===== src/rtl/lpht_pkg.sv =====
`timescale 1ns / 1ps
// ----------------------------------------------------------------------------
// lpht_pkg
// Shared types and constants for the linear probing hash table.
// ----------------------------------------------------------------------------
package lpht_pkg;

    localparam logic [31:0] FNV_BASIS  = 32'h811C_9DC5;
    localparam logic [31:0] FNV_FACTOR = 32'h0100_0193;

    localparam logic [1:0] OP_INSERT = 2'd0;
    localparam logic [1:0] OP_LOOKUP = 2'd1;
    localparam logic [1:0] OP_REMOVE = 2'd2;

    localparam logic [1:0] ST_OK   = 2'd0;
    localparam logic [1:0] ST_MISS = 2'd1;
    localparam logic [1:0] ST_FULL = 2'd2;

    // finished key, handed from the hasher to the engine
    typedef struct packed {
        logic [1:0]  operation;
        logic [31:0] value;
        logic [31:0] hash;
    } cmd_t;

    typedef struct packed {
        logic [1:0]  status;
        logic [31:0] value;
        logic [6:0]  entry_count;
    } res_t;

endpackage


===== src/rtl/lpht_hasher.sv =====
`timescale 1ns / 1ps
// ----------------------------------------------------------------------------
// lpht_hasher
// FNV-1a accumulator: folds one key byte per transfer that has byte_valid set,
// restarts after the last byte of a key.
// ----------------------------------------------------------------------------
module lpht_hasher
    import lpht_pkg::*;
(
    input  logic        clk,
    input  logic        rst_n,
    input  logic        accept,
    input  logic [7:0]  key_byte,
    input  logic        byte_valid,
    input  logic        key_last,
    output logic [31:0] hash
);

    logic [31:0] acc_reg;
    logic [31:0] acc_next;
    logic [31:0] mixed;
    logic [31:0] folded;

    assign mixed  = acc_reg ^ {24'd0, key_byte};
    assign folded = mixed * FNV_FACTOR;
    assign hash   = byte_valid ? folded : acc_reg;

    always_comb
    begin
        acc_next = acc_reg;
        if (accept)
        begin
            if (key_last)
                acc_next = FNV_BASIS;
            else if (byte_valid)
                acc_next = folded;
        end
    end

    always_ff @(posedge clk or negedge rst_n)
    begin
        if (!rst_n)
            acc_reg <= FNV_BASIS;
        else
            acc_reg <= acc_next;
    end

endmodule


===== config.mk =====
export PLATFORM = sky130hd
export DESIGN_NAME = lpht_hasher
export DESIGN_NICKNAME = d
export VERILOG_FILES = /design/src/rtl/lpht_pkg.sv /design/src/rtl/lpht_hasher.sv
export SDC_FILE = /design/constraint.sdc
export NUM_CORES = 1
export LEC_CHECK = 0
export BUFFER_PORTS_ARGS = -buffer_cell sky130_fd_sc_hd__buf_2
export CAP_MARGIN = 30
export CORE_MARGIN = 2
export CORE_UTILIZATION = 65
export CTS_BUF_LIST = sky130_fd_sc_hd__clkbuf_8
export CTS_CLUSTER_DIAMETER = 30
export CTS_CLUSTER_SIZE = 8
export DETAILED_ROUTE_END_ITERATION = 6
export PLACE_DENSITY = 0.95
export RECOVER_POWER = 50
export SETUP_SLACK_MARGIN = 0.5
export SKIP_CTS_REPAIR_TIMING = 1
export SYNTH_ARGS = -nofsm -noshare
export SYNTH_HDL_FRONTEND = slang
export SYNTH_SLANG_ARGS = --single-unit

===== constraint.sdc =====
create_clock -name clk -period 23.6 [get_ports clk]
set_input_delay 4.72 -clock clk [delete_from_list [all_inputs] [get_ports clk]]
set_output_delay 4.72 -clock clk [all_outputs]
set_load 0.005 [all_outputs]

==> results <==
- For this design the top-level I/O count stands at 45.
- The average wire length per cell after detail routing is 19.8 um.
- The max capacitance violation total is 2.
- The area of all placed cells without fillers is 0.00776 sq mm.
- The checks that failed: capacitance limit, slew limit.
- The number of I/O port buffers is 44.
- At the later pin of the worst-skew pair, clock insertion delay measures 0.31 ns.
- The peak fanout along the critical path is 6.
- The register with the most flip-flops in the layout has 32 of them.
- The CTS clock-pin slew for the worst setup and hold paths is 0.07 ns.
- The TritonCTS buffer count is 5.
- The worst setup path is launched from an input pin.
- For the pin with the worst max-slew slack, the measured transition is 2.56 ns.
- Measured against its own limit, the worst slew margin works out to -0.708.
- The growth of design area from synthesis to finish is 6.14%.
- The final estimated routing congestion in global placement is 1.00.
- The minimum clock period is 15.64 ns.
- STA classifies the critical path endpoint as an output port.
- The final wirelength is 18700 um.
- The number of buffers and inverters on the critical path is 4.
- The via count is 5725.
- The wire-length estimate of the detail-placed layout is 15300 um.
- The number of antenna violations at the first check in global routing is 0.
- Yosys mapped a number of flops with a built-in enable equal to 0.
- Of the cells placed in the final design, the portion with a size suffix greater than 1 is 0.106.
- The kind of cell with the highest combined delay on the critical path is adder cells.
- The longest clock path from root to sink contains 2 buffers.
- Setup violations remaining at the end of the flow were counted as 0.
- The final cycle utilization of the critical path is 0.663.
- The run finished, with violations left.
- The dominant register cell in the synthesized netlist is sky130_fd_sc_hd__dfrtp_1.
- The die height is 110 um.
- The post-synth net total is 1030.
- In the routed design, unresolved DRC markers number 0.
- For this run, the top clock speed supported by timing is 0.0639 GHz.
- The first TritonRoute pass finished after 6 iterations.
- The row count is 38.
- STA puts the critical path data required time at 18.88 ns.
- The distinct cell type count after synthesis is 59.
- The first global-routing pass estimated 29600 um of wire.
- The number of global-route vias before repair was 5987.
- The clock tree synthesis step divided the H-tree into 2 levels.
- The top cell types in the final layout, fill and taps aside, are 184 x sky130_fd_sc_hd__ha_1, 170 x sky130_fd_sc_hd__inv_1, 74 x sky130_fd_sc_hd__fa_1.
- In this design, the stage delay of the slowest critical-path cell is 0.59 ns.
- Once detail routing completed, the nets flagged for antenna violations numbered 0.
- The number of synthesis warnings is 0.
- Between clock sinks in the finished design, the worst skew comes to 0.0106 ns.
- Across every metal layer, demand over resource in global routing totals 0.326.
- Global routing finished with a remaining overflow of 0.
- For this configuration, the core starts out at a cell density of 0.672.
- Clock tree synthesis found a total of 32 sinks.
- The total area inside the core boundary comes to 0.0109 sq mm.
- TritonCTS built the clock tree.
- The cell that appears most often on the critical path is sky130_fd_sc_hd__ha_1.
- The cell count after synthesis is 759.
- The class of the tightest hold or removal check is reg2reg.
- The cell chosen for the clock root is sky130_fd_sc_hd__clkbuf_8.
- The synthesized area divided by synthesized cell count is 9.64 sq um.
- The cell type of the slowest stage on the worst timing path is sky130_fd_sc_hd__o41ai_1.
- After detailed routing, the number of vias per cell comes to 6.08.
- In the final timing run, aggregate negative setup slack is 0 ns.
- The signal on the critical path passes through clkbuf_1 -> xor2_1 -> ha_1 -> ha_1 -> fa_1 -> ha_1 -> fa_1 -> ha_1 -> inv_1 -> fa_1 -> inv_1 -> ha_1 -> nand3_1 -> a211oi_1 -> a21oi_1 -> a21boi_0 -> o41ai_1 -> a21oi_1 -> a21oi_1 -> xnor2_1 -> mux2_2 -> buf_2.
- The total of flip-flops plus latches after synthesis is 32.
- The classification of the worst setup path is in2out.
- The number of pins with negative max-slew slack in the final report came to 82.
- Leaving out fill and tap cells, the most frequent cell in the layout is sky130_fd_sc_hd__ha_1.
- The final layout contains 1072 nets.
- Entering global routing, the biggest net connects 49 pins.
- The die covers 0.0121 sq mm.
- For the worst setup path, the data arrival time is 10.92 ns.
- 0 antenna diodes ended up in the layout.
- The sequential-to-total area share from yosys stat is 0.112.
- After the first detailed-routing iteration, the DRC count stood at 415.
- Hold is met by 0.520 ns.
- The instance area after placement is 0.00768 sq mm.
- From left edge to right edge, the die measures 110 um.
- Setup repair after global routing left no endpoint under its margin.
- The final hold violation count was 0.
- In this run the cell area of the synthesized design comes to 0.00731 sq mm.
- The async set or reset register ratio after synthesis is 1.00.
==> layout make-up <==
type / instances / area [sq um]
Clock buffer: 6 / 82.6
Timing Repair Buffer: 45 / 221
Clock inverter: 2 / 7.51
Sequential cell: 32 / 818
Multi-Input combinational cell: 548 / 5820
Fill cell: 748 / 3120
Tap cell: 140 / 175
Inverter: 169 / 634
==> cell families after synthesis <==
| logic type | after synthesis | synth area share |
|---|---|---|
| and+or+nand+nor | 95 | 0.0624 |
| muxes | 22 | 0.0339 |
| xor gates and xnor gates | 54 | 0.0647 |
| DFF | 32 | 0.112 |
| adders and majority gates | 258 | 0.517 |
| buffers and inverters | 179 | 0.0919 |
| AOI/OAI and AO/OA | 119 | 0.118 |
==> synthesized netlist by cell type (11+ instances only) <==
| cell type | count | area (sq um) |
|---|---|---|
| sky130_fd_sc_hd__dfstp_2 | 14 | 368 |
| sky130_fd_sc_hd__xor2_1 | 18 | 158 |
| sky130_fd_sc_hd__a21o_1 | 11 | 82.6 |
| sky130_fd_sc_hd__ha_1 | 184 | 2300 |
| sky130_fd_sc_hd__inv_1 | 168 | 631 |
| sky130_fd_sc_hd__mux2_2 | 22 | 248 |
| sky130_fd_sc_hd__nand2_1 | 24 | 90.1 |
| sky130_fd_sc_hd__o21ai_0 | 13 | 65.1 |
| sky130_fd_sc_hd__dfrtp_1 | 18 | 450 |
| sky130_fd_sc_hd__xnor2_1 | 36 | 315 |
| sky130_fd_sc_hd__fa_1 | 74 | 1480 |
| sky130_fd_sc_hd__nor2_1 | 31 | 116 |
| sky130_fd_sc_hd__a21oi_1 | 30 | 150 |
==> metal layers <==
metal	vias up	track usage	routed length (um)	share of wire
met4	0	0.181	1050	0.056
li1	2632	-	-	-
met3	80	0.0453	1280	0.068
met1	2743	0.410	7450	0.40
met2	270	0.540	8890	0.48
met5	-	0	0	0
==> through the flow <==
stage                     std cells  worst slack [ns]   util
after floorplan                 759              8.99      -
after global placement          933              8.32  0.705
after detailed placement        934              8.14  0.705
after CTS                       942              8.08  0.714
after global routing            942              7.58  0.713
final                           942              7.96  0.713
==> worst register-to-register path, cell delays in order, from the launching register on <==
cell and delay (ns):
sky130_fd_sc_hd__dfstp_2 0.56, sky130_fd_sc_hd__xor2_1 0.49, sky130_fd_sc_hd__ha_1 0.35, sky130_fd_sc_hd__ha_1 0.34
sky130_fd_sc_hd__fa_1 0.50, sky130_fd_sc_hd__ha_1 0.22, sky130_fd_sc_hd__fa_1 0.48, sky130_fd_sc_hd__ha_1 0.29
sky130_fd_sc_hd__inv_1 0.05, sky130_fd_sc_hd__fa_1 0.55, sky130_fd_sc_hd__inv_1 0.07, sky130_fd_sc_hd__ha_1 0.37
sky130_fd_sc_hd__a21oi_1 0.37, sky130_fd_sc_hd__o21ba_2 0.23, sky130_fd_sc_hd__a2111oi_0 0.09, sky130_fd_sc_hd__a21boi_0 0.15
sky130_fd_sc_hd__o41ai_1 0.59, sky130_fd_sc_hd__a21oi_1 0.18, sky130_fd_sc_hd__a21oi_1 0.23, sky130_fd_sc_hd__xnor2_1 0.10
sky130_fd_sc_hd__a22o_1 0.21
==> final timing paths <==
check,from,end,slack (ns),cells after the start
max in group asynchronous,rst_n,acc_reg[23],17.52,1
worst max-delay path,key_byte[3],hash[30],7.96,22
min in group asynchronous,rst_n,acc_reg[27],4.95,1
worst min-delay path,acc_reg[6],acc_reg[6],0.52,2
worst max register to register,acc_reg[6],acc_reg[30],17.08,20
worst min register to register,acc_reg[6],acc_reg[6],0.52,2
Power is not shown: default switching activity piles up to over one toggle a cycle in this logic, so the estimate is an artifact.
