`src/rtl/lpht_mod.sv`:
```
`timescale 1ns / 1ps
// ----------------------------------------------------------------------------
// lpht_mod
// Remainder of a 32-bit hash by the slot count through a reciprocal
// multiplication, with the quotient, product and remainder registered in turn.
// ----------------------------------------------------------------------------
module lpht_mod
#(
    parameter int TABLE_SLOTS = 64
)
(
    input  logic                           clk,
    input  logic                           rst_n,
    input  logic                           start,
    input  logic [31:0]                    dividend,
    output logic                           done,
    output logic [$clog2(TABLE_SLOTS)-1:0] rem
);

    localparam int IDX_W = $clog2(TABLE_SLOTS);
    localparam logic [31:0] DIVISOR = 32'(TABLE_SLOTS);
    // floor(2^32 / slots): the quotient estimate is exact or one short
    localparam logic [31:0] RECIP = 32'(64'h1_0000_0000 / 64'(TABLE_SLOTS));

    logic [2:0]       stage_reg;
    logic             done_reg;
    logic [31:0]      sh_reg;
    logic [31:0]      quot_reg;
    logic [31:0]      prod_reg;
    logic [IDX_W-1:0] rem_reg;
    logic [31:0]      quot_est;
    logic [31:0]      diff;

    assign quot_est = 32'((64'(sh_reg) * 64'(RECIP)) >> 32);
    // below twice the divisor, so one compare and subtract finishes it
    assign diff     = sh_reg - prod_reg;
    assign done     = done_reg;
    assign rem      = rem_reg;

    always_ff @(posedge clk or negedge rst_n)
    begin
        if (!rst_n)
        begin
            stage_reg <= '0;
            done_reg  <= 1'b0;
        end
        else
        begin
            stage_reg <= {stage_reg[1:0], start};
            done_reg  <= stage_reg[2];
        end
    end

    always_ff @(posedge clk)
    begin
        if (start)
            sh_reg <= dividend;
        if (stage_reg[0])
            quot_reg <= quot_est;
        if (stage_reg[1])
            prod_reg <= quot_reg * DIVISOR;
        if (stage_reg[2])
            rem_reg <= (diff >= DIVISOR) ? IDX_W'(diff - DIVISOR) : IDX_W'(diff);
    end

endmodule

```
`config.mk`:
```
export PLATFORM = sky130hd
export DESIGN_NAME = lpht_mod
export DESIGN_NICKNAME = d
export VERILOG_FILES = /design/src/rtl/lpht_mod.sv
export SDC_FILE = /design/constraint.sdc
export NUM_CORES = 1
export LEC_CHECK = 0
export BUFFER_PORTS_ARGS = -buffer_cell sky130_fd_sc_hd__buf_2
export CORE_AREA = 5 5 46 48
export CTS_CLUSTER_SIZE = 14
export DETAILED_ROUTE_END_ITERATION = 10
export DIE_AREA = 0 0 51 53
export PLACE_DENSITY = 0.73
export SYNTH_ARGS = -nofsm -noshare
export SYNTH_HDL_FRONTEND = slang
export SYNTH_SLANG_ARGS = --single-unit
```
`constraint.sdc`:
```
create_clock -name clk -period 0.8 [get_ports clk]
set_input_delay 0.08 -clock clk [delete_from_list [all_inputs] [get_ports clk]]
set_output_delay 0.08 -clock clk [all_outputs]
set_load 0.005 [all_outputs]
```
==> flow_summary.json, run 1 <==
{
  "multi_input_area_sq_um": 0,
  "htreeDepth": 1,
  "ys_seq_area_frac": 1.000,
  "cts_tree": "done",
  "r2r_cells": 0,
  "max_slew_margin": 0.9059,
  "initial_core_util": 0.2757,
  "ys_warn_count": 0,
  "cap_violations": 0,
  "multi_input_cells": 0,
  "violations": "setup timing",
  "cts_buffers": 3,
  "avgSynthCellArea_sq_um": 28.78,
  "regToRegSetupSlack_ps": 70,
  "crit_type": "flop to output pin",
  "die_w_microns": 51,
  "synth.top_cells.by_area": "edfxtp_1 (78%), dfrtp_1 (22%)",
  "critPathMaxStageDelay_ps": 380,
  "clock_sinks": 16,
  "netlist_area_sq_um": 460.4,
  "dp_slack_ps": 17.43,
  "vias": 235,
  "timing.rr.end": "rem[1]$_DFFE_PP_",
  "ant_nets": 0,
  "crit_family": "flip-flops",
  "worstPathMaxFanout": 1,
  "fin_crit_sh": 1.078,
  "wl_per_cell_microns": 11.20,
  "hold_path_class": "input port to asynchronous set/reset pin",
  "ys_ff_latch": 16,
  "rsz0062_at_grt": "true",
  "root_buffer": "clkbuf_4",
  "maxSlewViolCount": 0,
  "hold_viol": 0,
  "overflow": 0,
  "clockBufferDepth": 2,
  "area_delta_synth_final_pct": 44.84,
  "layout_setup_ws_ps": -62.20,
  "startpoint_type": "flop",
  "viasPerCell": 3.917,
  "nNetsFinal": 79,
  "core.rowCount": 15,
  "cp_cell_sequence": "buf_2",
  "n_fill_cell": 150,
  "clk_pin_slew_ps": 80,
  "syn_inst": 16,
  "die_height_microns": 53,
  "path_buf_inv": 1,
  "max_freq_mhz": 1160,
  "die_area_sq_um": 2703,
  "r2r_start": "stage_reg[2]$_DFF_PN0_",
  "cp.arrival_ps": 780,
  "cp.required_ps": 720,
  "synthesis.nets": 51,
  "mostFrequentLayoutCells": "buf_2 (14), edfxtp_1 (12), dlygate4sd3_1 (8)",
  "postCtsSetupBuffers": 0,
  "n_antenna_cell": 0,
  "clk_latency_ps": 270,
  "vdd_ir_drop_max_mv": 1.081,
  "total_power_uw": 1457,
  "worstMarginPinSlew_ps": 141.1,
  "gp_congestion": 0.5811,
  "yosysTopAreaCell": "edfxtp_1",
  "cp-end-kind": "output pin",
  "p_per_area_nw_per_um2": 2184,
  "portBuffers": 15,
  "io_pins": 42,
  "skew_ps": 2.132,
  "status": "complete, but fails checks",
  "synth_cell_type_count": 2,
  "fin_setup_tns_ps": -312.5,
  "drive_above_1_share": 0.4419,
  "placeableCoreArea_sq_um": 1670,
  "leakage_uw": 0.0002717,
  "track_usage": 0.06861,
  "grt_max_degree": 10,
  "routed_wl_microns": 672,
  "synth_top_area_share": 0.7826,
  "grt_antenna_before_repair": 0,
  "dr.pass1.iters": 1,
  "critPathSlowestCell": "edfxtp_1",
  "grt_pass1_vias": 273,
  "first_iter_violations": 0,
  "min_period_ps": 862.2,
  "setup_viol": 7,
  "route.detailed.drc": 0,
  "grt_pass1_wl_microns": 1242,
  "mostFrequentLayoutCell": "buf_2"
}
[final cells by class]
class | count | area (sq um) | share of cell area
sequential | 16 | 461.7 | 0.6923
tap | 17 | 21.27 | 0.03189
clock buffer | 3 | 22.52 | 0.03377
clock inverter | 1 | 3.754 | 0.005629
timing repair buffer | 23 | 157.7 | 0.2364
[how the worst max path moves through the flow]
| stage | from | end | cells after the start |
|---|---|---|---|
| floorplan | stage_reg[2]$_DFF_PN0_ | rem[0]$_DFFE_PP_ | 0 |
| global placement | stage_reg[2]$_DFF_PN0_ | rem[3]$_DFFE_PP_ | 0 |
| detailed placement | stage_reg[2]$_DFF_PN0_ | rem[1]$_DFFE_PP_ | 0 |
| CTS | rem[1]$_DFFE_PP_ | rem[1] | 1 |
| global route | rem[1]$_DFFE_PP_ | rem[1] | 1 |
| finish | rem[1]$_DFFE_PP_ | rem[1] | 1 |
[through the flow]
stage / cells / hold WS [ps] / utilization / area, sq um
finish: 60 / 125.8 / 0.3993 / 666.9
global route: 60 / 140.5 / 0.3993 / 666.9
floorplan: 16 / -215.6 / - / 460.4
CTS: 60 / 119.7 / 0.3970 / 663.1
global placement: 48 / -114.9 / 0.3333 / 556.8
detailed placement: 48 / -111.3 / 0.3333 / 556.8
[per-layer routing]
layer | GRT usage | share of wire | vias to the layer above | wire length [microns]
met5 | 0 | 0 | - | 0
met4 | 0.06726 | 0 | 0 | 0
met3 | 0.04225 | 0.15 | 0 | 98
met2 | 0.1094 | 0.52 | 14 | 349
met1 | 0.05704 | 0.33 | 107 | 224
li1 | - | - | 114 | -
[power breakdown]
| group | internal [uW] | switching [uW] |
|---|---|---|
| combinational | 54.8 | 30.6 |
| clock | 181 | 217 |
| sequential | 957 | 17.2 |
| total | 1190 | 265 |
[synth_stat cells]
library cell  number
dfrtp_1            4
edfxtp_1          12
[cells by family after synthesis]
family | after synthesis | share of synthesized area
flops | 16 | 1.000
[what timing repair did]
action                                  CTS  global route
hold buffers                              8             0
endpoints found under the setup margin    7            19
gates resized for setup                   0             3
pin swaps                                 0             0
endpoints found under the hold margin    11             0
(Power assumes the default switching activity.)
==> inputs of run 2 (changes only) <==
Settings changed: CORE_AREA 5 5 46 48 to 5 5 48 46, DIE_AREA 0 0 51 53 to 0 0 53 51.
==> run 2 against run 1 <==
Effect of this change: the run still ends with setup timing left; register-to-register slack about the same; worst hold slack worse by 17 ps; first-iteration DRC count up 1; sequential cell count unchanged; setup slack worse by 1.5 ps; count of clock-buffer cells in the layout up 1; highest routed layer unchanged; sequential power about the same; core utilization up 1.4 points; critical path type unchanged; total power up 0.27%; sequential share of layout area down 0.64 points.
==> flow_summary.json, run 2 (synthesis gave the netlist of run 1 again) <==
{
  "finalNonFillerCells": 67,
  "fin_util": 0.4132,
  "dr_wl_met3_microns": 84,
  "htreeDepth": 1,
  "critPathSlowestCell": "edfxtp_1",
  "holdCritStartpoint": "start",
  "leakage_uw": 0.0002705,
  "grt_pass1_wl_microns": 1028,
  "internal_power_uw": 1203,
  "area_delta_synth_final_pct": 46.20,
  "fin_crit_sh": 1.080,
  "path_buf_inv": 1,
  "grt_max_degree": 10,
  "n_antenna_cell": 0,
  "track_usage": 0.05950,
  "drive_above_1_share": 0.4419,
  "max_slew_margin": 0.9031,
  "initial_core_util": 0.2826,
  "layout_setup_ws_ps": -63.66,
  "portBuffers": 15,
  "p_comb_frac": 0.056,
  "cp-end-kind": "output pin",
  "violations": "setup timing",
  "cp_cell_sequence": "buf_2",
  "vdd_ir_drop_max_mv": 1.019,
  "die_area_sq_um": 2703,
  "root_buffer": "clkbuf_4",
  "cts_tree": "done",
  "worstMarginPinSlew_ps": 145.4,
  "status": "complete, but fails checks",
  "startpoint_type": "flop",
  "power_frac_seq": 0.666,
  "hold-path-endpoint": "sh_reg[4]$_DFFE_PP_",
  "hold_path_class": "input port to flop",
  "overflow": 0,
  "dr.max_layer_used": "met3",
  "mostFrequentLayoutCells": "buf_2 (15), edfxtp_1 (12), dlygate4sd3_1 (8)",
  "skew_ps": 4.368,
  "clk_latency_ps": 270,
  "regToRegSetupSlack_ps": 70,
  "hold_depth": 1,
  "nNetsFinal": 79,
  "multi_input_cells": 0,
  "crit_type": "flop to output pin",
  "hold_viol": 0,
  "setup_viol": 7,
  "rsz0062_at_grt": "true",
  "max_freq_mhz": 1158,
  "route.detailed.drc": 0,
  "die_w_microns": 53,
  "n_fill_cell": 152,
  "routed_wl_microns": 607,
  "clockBufferDepth": 2,
  "timing.rr.end": "rem[1]$_DFFE_PP_",
  "p_sw_uw": 257.9,
  "viasPerCell": 3.299,
  "cp.arrival_ps": 780,
  "wl_per_cell_microns": 9.060,
  "r2r_start": "stage_reg[2]$_DFF_PN0_",
  "clock_sinks": 16,
  "dp.cells": 55,
  "io_pins": 42,
  "clk_pin_slew_ps": 80,
  "grt_antenna_before_repair": 0,
  "cp.required_ps": 720,
  "cts_buffers": 3,
  "vias": 221,
  "placeableCoreArea_sq_um": 1629,
  "multi_input_area_sq_um": 0,
  "dr.pass1.iters": 2,
  "postCtsSetupBuffers": 0,
  "worstPathMaxFanout": 1,
  "m1WireLength_microns": 230,
  "dp_slack_ps": 10.12,
  "critPathMaxStageDelay_ps": 380,
  "mostFrequentLayoutCell": "buf_2",
  "grt_pass1_vias": 244,
  "r2r_cells": 0,
  "netSwitchingFraction": 0.1766,
  "first_iter_violations": 1,
  "crit_family": "flip-flops",
  "min_period_ps": 863.7,
  "core.rowCount": 14,
  "die_height_microns": 51,
  "ant_nets": 0,
  "gp_congestion": 0.6159,
  "p_per_area_nw_per_um2": 2170,
  "maxSlewViolCount": 0,
  "cap_violations": 0,
  "total_power_uw": 1461,
  "power_frac_clock": 0.278,
  "routed-wl-met2_microns": 292
}
==> run 2: repair_timing <==
action / in CTS / in global routing
resized for setup: 0 / 1
hold endpoints to repair: 11 / 0
endpoints found under the setup margin: 7 / 13
hold buffers: 8 / 0
==> run 2: power by group through the flow <==
| stage | sequential [uW] | clock, uW | combinational (uW) |
|---|---|---|---|
| 6_report | 973 | 406 | 81.7 |
| 5_1_grt | 981 | 471 | 91.0 |
| 4_1_cts | 974 | 428 | 83.3 |
| 3_5_place_dp | 992 | 0 | 54.2 |
| 3_3_place_gp | 990 | 0 | 53.2 |
| 2_1_floorplan | 993 | 0 | 0 |
==> run 2: worst max path at each step <==
stage,to,startpoint,cells after the start,slack (ps)
global placement,rem[0]$_DFFE_PP_,stage_reg[2]$_DFF_PN0_,0,30
detailed placement,rem[5]$_DFFE_PP_,stage_reg[2]$_DFF_PN0_,0,10
global route,rem[5],rem[5]$_DFFE_PP_,1,-120
finish,rem[5],rem[5]$_DFFE_PP_,1,-60
CTS,rem[5],rem[5]$_DFFE_PP_,1,-80
floorplan,rem[0]$_DFFE_PP_,stage_reg[2]$_DFF_PN0_,0,60
==> run 2: final cells by class <==
type	instances	area, sq um	share of cell area
clock buffers	4	26.28	0.03903
flip-flops and latches	16	461.7	0.6859
repair buffers	23	155.1	0.2305
well taps	24	30.03	0.04461
==> run 2: routing by layer <==
metal	vias up	global-route usage
li1	114	-
met1	94	0.05597
met2	13	0.07851
met3	0	0.02616
met4	0	0.08936
met5	-	0
==> run 2: per-stage QoR <==
stage	instance area (sq um)	hold WS, ps	setup TNS, ps
floorplan	460.4	-215.6	0
global placement	565.5	-114.8	0
finish	673.1	109.1	-277.7
detailed placement	565.5	-111.5	0
global route	673.1	114.2	-659.9
CTS	671.9	98.25	-406.8
